$ cat src/v3alu_pkg.sv
`timescale 1ns / 1ps
package v3alu_pkg;

    localparam int DATA_WIDTH      = 32;
    localparam int FRAC_BITS_DEF   = 16;
    localparam int QUEUE_DEPTH_DEF = 4;

    typedef enum logic [3:0] {
        OP_ADD   = 4'd0,
        OP_SUB   = 4'd1,
        OP_NEG   = 4'd2,
        OP_SCALE = 4'd3,
        OP_DIV   = 4'd4,
        OP_DOT   = 4'd5,
        OP_CROSS = 4'd6,
        OP_NORM  = 4'd7,
        OP_NORMZ = 4'd8,
        OP_NONE  = 4'd15
    } t_op;

    typedef logic signed [DATA_WIDTH-1:0] t_fix;

    typedef struct packed {
        logic [3:0] op;
        t_fix       a_x;
        t_fix       a_y;
        t_fix       a_z;
        t_fix       b_x;
        t_fix       b_y;
        t_fix       b_z;
        t_fix       scale_value;
    } t_in_word;

    typedef struct packed {
        t_op        op;
        t_fix [2:0] a;
        t_fix [2:0] b;
        t_fix       s;
    } t_cmd;

    typedef struct packed {
        t_fix r_x;
        t_fix r_y;
        t_fix r_z;
        logic div_zero;
        logic overflowed;
    } t_out_word;

endpackage

$ cat src/v3alu_fifo.sv
`timescale 1ns / 1ps
module v3alu_fifo #(
    parameter type T     = logic,
    parameter int  DEPTH = v3alu_pkg::QUEUE_DEPTH_DEF
) (
    input  logic i_clk,
    input  logic i_rst_n,
    input  logic i_push,
    input  T     i_data,
    input  logic i_pop,
    output logic o_full,
    output logic o_empty,
    output T     o_data
);
    localparam int AW = (DEPTH > 1) ? $clog2(DEPTH) : 1;
    localparam int CW = $clog2(DEPTH + 1);

    T               r_mem [DEPTH];
    logic [AW-1:0]  r_wp;
    logic [AW-1:0]  r_rp;
    logic [CW-1:0]  r_cnt;
    logic           do_push;
    logic           do_pop;

    assign o_full  = (r_cnt == CW'(DEPTH));
    assign o_empty = (r_cnt == '0);
    assign o_data  = r_mem[r_rp];
    assign do_push = i_push && !o_full;
    assign do_pop  = i_pop && !o_empty;

    always_ff @(posedge i_clk) begin
        if (!i_rst_n) begin
            r_wp  <= '0;
            r_rp  <= '0;
            r_cnt <= '0;
        end else begin
            if (do_push) begin
                r_wp <= (r_wp == AW'(DEPTH - 1)) ? '0 : r_wp + 1'b1;
            end
            if (do_pop) begin
                r_rp <= (r_rp == AW'(DEPTH - 1)) ? '0 : r_rp + 1'b1;
            end
            r_cnt <= r_cnt + CW'(do_push) - CW'(do_pop);
        end
    end

    always_ff @(posedge i_clk) begin
        if (do_push) begin
            r_mem[r_wp] <= i_data;
        end
    end

endmodule

$ cat config.mk
export PLATFORM = sky130hd
export DESIGN_NAME = v3alu_fifo
export DESIGN_NICKNAME = d
export VERILOG_FILES = /design/src/v3alu_pkg.sv /design/src/v3alu_fifo.sv
export SDC_FILE = /design/constraint.sdc
export NUM_CORES = 1
export LEC_CHECK = 0
export BUFFER_PORTS_ARGS = -buffer_cell sky130_fd_sc_hd__buf_2
export CAP_MARGIN = 15
export CORE_MARGIN = 2
export CORE_UTILIZATION = 31
export DETAILED_ROUTE_END_ITERATION = 6
export HOLD_SLACK_MARGIN = 0.12
export PLACE_DENSITY = 0.45
export SLEW_MARGIN = 20
export SYNTH_ARGS = -nofsm -noshare
export SYNTH_HDL_FRONTEND = slang
export SYNTH_SLANG_ARGS = --single-unit
export TNS_END_PERCENT = 5
$ cat constraint.sdc
create_clock -name i_clk -period 3.1 [get_ports i_clk]
set_input_delay 0.62 -clock i_clk [delete_from_list [all_inputs] [get_ports i_clk]]
set_output_delay 0.62 -clock i_clk [all_outputs]
set_load 0.1 [all_outputs]
# [Word-level counts from Yosys, hierarchy flattened]
# Memories as Yosys holds them, arrays and structs flattened. A register that Yosys moved wholly into a read port is not among the register bits.
# Index checks and enable logic that the tools add are counted.
[classes] muxes=6 n_addsub=4 n_eq_ne=3 n_reduce_logical=5
[op_table] operator="$mux W2" count=4
[op_table] operator="$add A2 B1 Y2 const B" count=2
[op_table] operator="$eq A2 B2 Y1 const B" count=2
[op_table] operator="$add A3 B1 Y3" count=1
[op_table] operator="$eq A3 B3 Y1 const B" count=1
[op_table] operator="$logic_not A3 Y1" count=1
[op_table] operator="$sub A3 B1 Y3" count=1
[op_table] operator="$logic_and A1 B1 Y1" count=2
[op_table] operator="$logic_not A1 Y1" count=2
[op_table] operator="$mux W1" count=2
[totals] reg_bits=7 n_memories=1 ramBits=4 out_inout_bits=3
[memory_table] memory="r_mem" words=4 width=1 rd=1 rd_clocked_by_memory_dff=1 wr=1 line="v3alu_fifo.sv:18" rtl="T r_mem [DEPTH];"

# [Depth between registers and ports, before layout]
[logic_depth] word_depth=5 ltp_mapped=12 mapped_depth_nobuf=11

# [Worst setup path after synthesis]
# No wires, ideal clock.
[synth_path] kind="register -> register" startpoint="register r_cnt[1]" endpoint="register r_cnt[2]" required_ps=2985 t_arrival_ps=3194 period_less_slack_ps=3308 n_path_buf=1 path_stages_with_launch=13 setup_slack_ps=-208 setup_ps=115 cell_sequence="dfxtp_1 nor3b_2 nor2b_1 buf_6 inv_1 ha_1 inv_1 ha_1 inv_1 fa_1 xnor2_1 xnor2_1 and2_1"
[synth_via] elab_chain_len=5 word_cells_on_any_way=8 classes_between="add/sub: 2; eq/ne: 1; reduce/logical: 5"
[synth_rtl] element="from (decl)" line="v3alu_fifo.sv:21" rtl="logic [CW-1:0] r_cnt;"
[synth_rtl] element="from (signal assigned)" line="v3alu_fifo.sv:43" rtl="r_cnt <= r_cnt + CW'(do_push) - CW'(do_pop);"
[synth_rtl] element="$eq A3 B3 Y1" line="v3alu_fifo.sv:25" rtl="assign o_full = (r_cnt == CW'(DEPTH));"
[synth_rtl] element="net o_full" line="v3alu_fifo.sv:11" rtl="output logic o_full,"
[synth_rtl] element="$logic_not A1 Y1" line="v3alu_fifo.sv:28" rtl="assign do_push = i_push && !o_full;"
[synth_rtl] element="$logic_and A1 B1 Y1" line="v3alu_fifo.sv:28"
[synth_rtl] element="$add A3 B1 Y3" line="v3alu_fifo.sv:43"
[synth_rtl] element="$sub A3 B1 Y3" line="v3alu_fifo.sv:43"
# The timed path passes the listed nets, and every way through them passes these cells.
# A chain may end at the register's enable or synchronous reset.

# [Final worst setup path]
[layout_path] startpoint="register r_cnt[1]" endpoint="register r_cnt[2]"
[layout_via] elab_chain_len=5 word_cells_on_any_way=8 classes_between="add/sub: 2; eq/ne: 1; reduce/logical: 5"
[layout_rtl] element="$eq A3 B3 Y1" line="v3alu_fifo.sv:25"
[layout_rtl] element="$logic_not A1 Y1" line="v3alu_fifo.sv:28"
[layout_rtl] element="$logic_and A1 B1 Y1" line="v3alu_fifo.sv:28"
[layout_rtl] element="$add A3 B1 Y3" line="v3alu_fifo.sv:43"
[layout_rtl] element="$sub A3 B1 Y3 *" line="v3alu_fifo.sv:43"
# Mark *: on every way between the ends. The rest lies on a longest branch, timed or not.

==> flow_summary_export.csv <==
group,metric,value,unit
status,status,"completed",
die,die_y,49.1,um
yosys,synth_top_flop_cell,"dfxtp_1",
route,vias,379,
yosys,seq_area_frac_synth,0.475,
die,boundaryPins,8,
worst_setup_path,cp_max_fo,5,
worst_setup_path,cpMostUsedCell,"inv_1",
yosys,syn_nets,70,
worst_setup_path,cp_cell_sequence,"o31ai_1 -> inv_1 -> ha_1 -> inv_1 -> ha_1 -> inv_1 -> fa_1 -> xnor2_1 -> xnor2_1 -> and2_1",
global_routing,grt_pass1_vias,382,
clocking,clock_latency,0.26,ns
layout,syn2layout_area_growth,14.9,%
global_routing,grtUsageTotal,0.0831,
layout,num_antenna_cells,0,
timing,fmax,417,MHz
job,maxCapViolations,0,
die,die-width,49.1,um
layout,nFillCells,221,
global_routing,globalRouteOverflowTotal,0,
hold_path,hp-class,"register to register",
worst_setup_path,worst_path_max_delay_cell,"o31ai_1",
timing,skew,0.00340,ns
worst_setup_path,critical-path-top-delay-family,"adder cells",
yosys,synth.avg_cell_area,11.1,um2
yosys,yosys.area.top_type,"dfxtp_1",
global_routing,antenna_found_initial,0,
route,via_per_inst,4.03,
timing,setup_violations,0,
yosys,yosysUniqueCellTypes,20,
global_routing,grt_max_degree,12,
clocking,cts_setup_buffers,0,
worst_setup_path,critPathBufInv,3,
yosys,yosysWarningCount,0,
clocking,clock-sinks,13,
clocking,cts_resized,0,
yosys,synth.most_common_cell,"dfxtp_1",
yosys,synth_top_area_share,0.285,
timing,finalCritPeriodShare,0.774,
clocking,clockRootBuffer,"clkbuf_4",
route,first_pass_iters,2,
clocking,cts_tree,"yes",
worst_setup_path,critical_path_class,"register to register",
die,core,1940,um2
layout,fin_nets,81,
worst_setup_path,r2r_setup_slack,0.70,ns
timing,maxSlewHeadroom,0.648,
yosys,synth_area_leaders,"dfxtp_1 (29%), edfxtp_1 (19%), ha_1 (14%)",
worst_setup_path,cp.arrival,2.56,ns
timing,slew_violations,0,
worst_setup_path,critical_path.max_stage_delay,0.51,ns
placement,place_hpwl,645,um
yosys,synth-edff-count,4,
timing,final.setup.tns,0,ns
die,placementRows,16,
placement,port_buffers,7,
yosys,synth_top_cells_by_count,"dfxtp_1 (9), ha_1 (7), inv_1 (6), nand2_1 (6), and2_1 (5)",
global_routing,grt_use_met2,0.126,
die,start_util,0.325,
layout,multi_input_area,300,um2
global_routing,grt_pass1_wl,1460,um
route,wl,801,um
timing,worst_pin_slew,0.524,ns
timing,hold_violations,0,
clocking,clock_path_buffers,2,
clocking,htree_levels,1,
yosys,netlist_area,632,um2
global_routing,gr-usage-met1,0.0927,
clocking,clk_pin_slew,0.07,ns
yosys,syn_inst,57,
placement,place_congestion,0.638,
worst_setup_path,worstPathRequired,3.26,ns
global_routing,top_usage_layer,"met2",
layout,drive_gt1_frac,0.209,
timing,rsz0062_at_grt,"no",
route,drt.antenna.violating_nets,0,
clocking,numCtsBuffers,3,
route,drtIter0Drc,3,
worst_setup_path,cp-start-kind,"register",
yosys,async_reset_ff_frac,0,
yosys,synth-seq-cells,13,
global_routing,use_met3,0.0552,
timing,fin_crit,2.40,ns
route,avgRoutedWirePerCell,8.52,um
layout,ff_latch_area,300,um2
worst_setup_path,cp-end-kind,"register",
route,drc,0,
die,die_area,2420,um2
clocking,cts_hold_buffers,0,
==> logic make-up after synthesis <==
kind of cell / after synthesis / synth area share
adders and majority gates: 8 / 0.170
buffers and inverters: 8 / 0.0594
AOI/OAI and AO/OA: 3 / 0.0277
muxes: 3 / 0.0673
DFF: 13 / 0.475
xor gates and xnor gates: 2 / 0.0277
and+or+nand+nor: 20 / 0.172
==> final timing paths <==
kind / start / end / cells after the start
worst max register to register: r_cnt[1] / r_cnt[2] / 10
worst min-delay path: r_wp[1] / r_wp[1] / 2
worst min register to register: r_wp[1] / r_wp[1] / 2
worst max-delay path: r_cnt[1] / r_cnt[2] / 10
==> metal layers <==
| metal | vias to the layer above | share of wire |
|---|---|---|
| li1 | 206 | - |
| met5 | - | 0 |
| met2 | 3 | 0.50 |
| met1 | 170 | 0.47 |
| met3 | 0 | 0.032 |
| met4 | 0 | 0 |
==> final cells by class <==
| class | instances | share of cell area |
|---|---|---|
| Clock buffer | 4 | 0.0362 |
| Inverter | 6 | 0.0310 |
| Tap cell | 27 | 0.0466 |
| Timing Repair Buffer | 8 | 0.0586 |
| Sequential cell | 13 | 0.414 |
| Multi-Input combinational cell | 36 | 0.414 |
==> layout by cell type, fill, tap and decap left out, drive strengths merged <==
cell type,count
fa,1
nand2,6
nor3,1
o21ai,2
nor3b,1
nor2b,2
mux2i,2
inv,6
ha,7
edfxtp,4
and2,6
o31ai,1
clkbuf,4
dfxtp,9
mux4,1
nor2,2
buf,8
nand3,2
xnor2,2
==> per-stage QoR <==
stage	instances	hold slack (ns)	setup WS (ns)	cell area, um2	utilization
3_3_place_gp	90	0.500	0.671	699	0.360
6_report	94	0.505	0.701	726	0.374
5_1_grt	94	0.538	0.485	726	0.374
3_5_place_dp	90	0.499	0.660	699	0.360
4_1_cts	94	0.509	0.659	726	0.374
2_1_floorplan	57	0.468	0.0111	638	-
==> worst reg2reg max path, stage by stage, from the launching register on <==
cell and delay, ns:
dfxtp_1 0.39, o31ai_1 0.51, inv_1 0.09, ha_1 0.29, inv_1 0.06, ha_1 0.13, inv_1 0.04, fa_1 0.37
xnor2_1 0.15, xnor2_1 0.13, and2_1 0.15
Power is not shown: default switching activity piles up to over one toggle a cycle in this logic, so the estimate is an artifact.
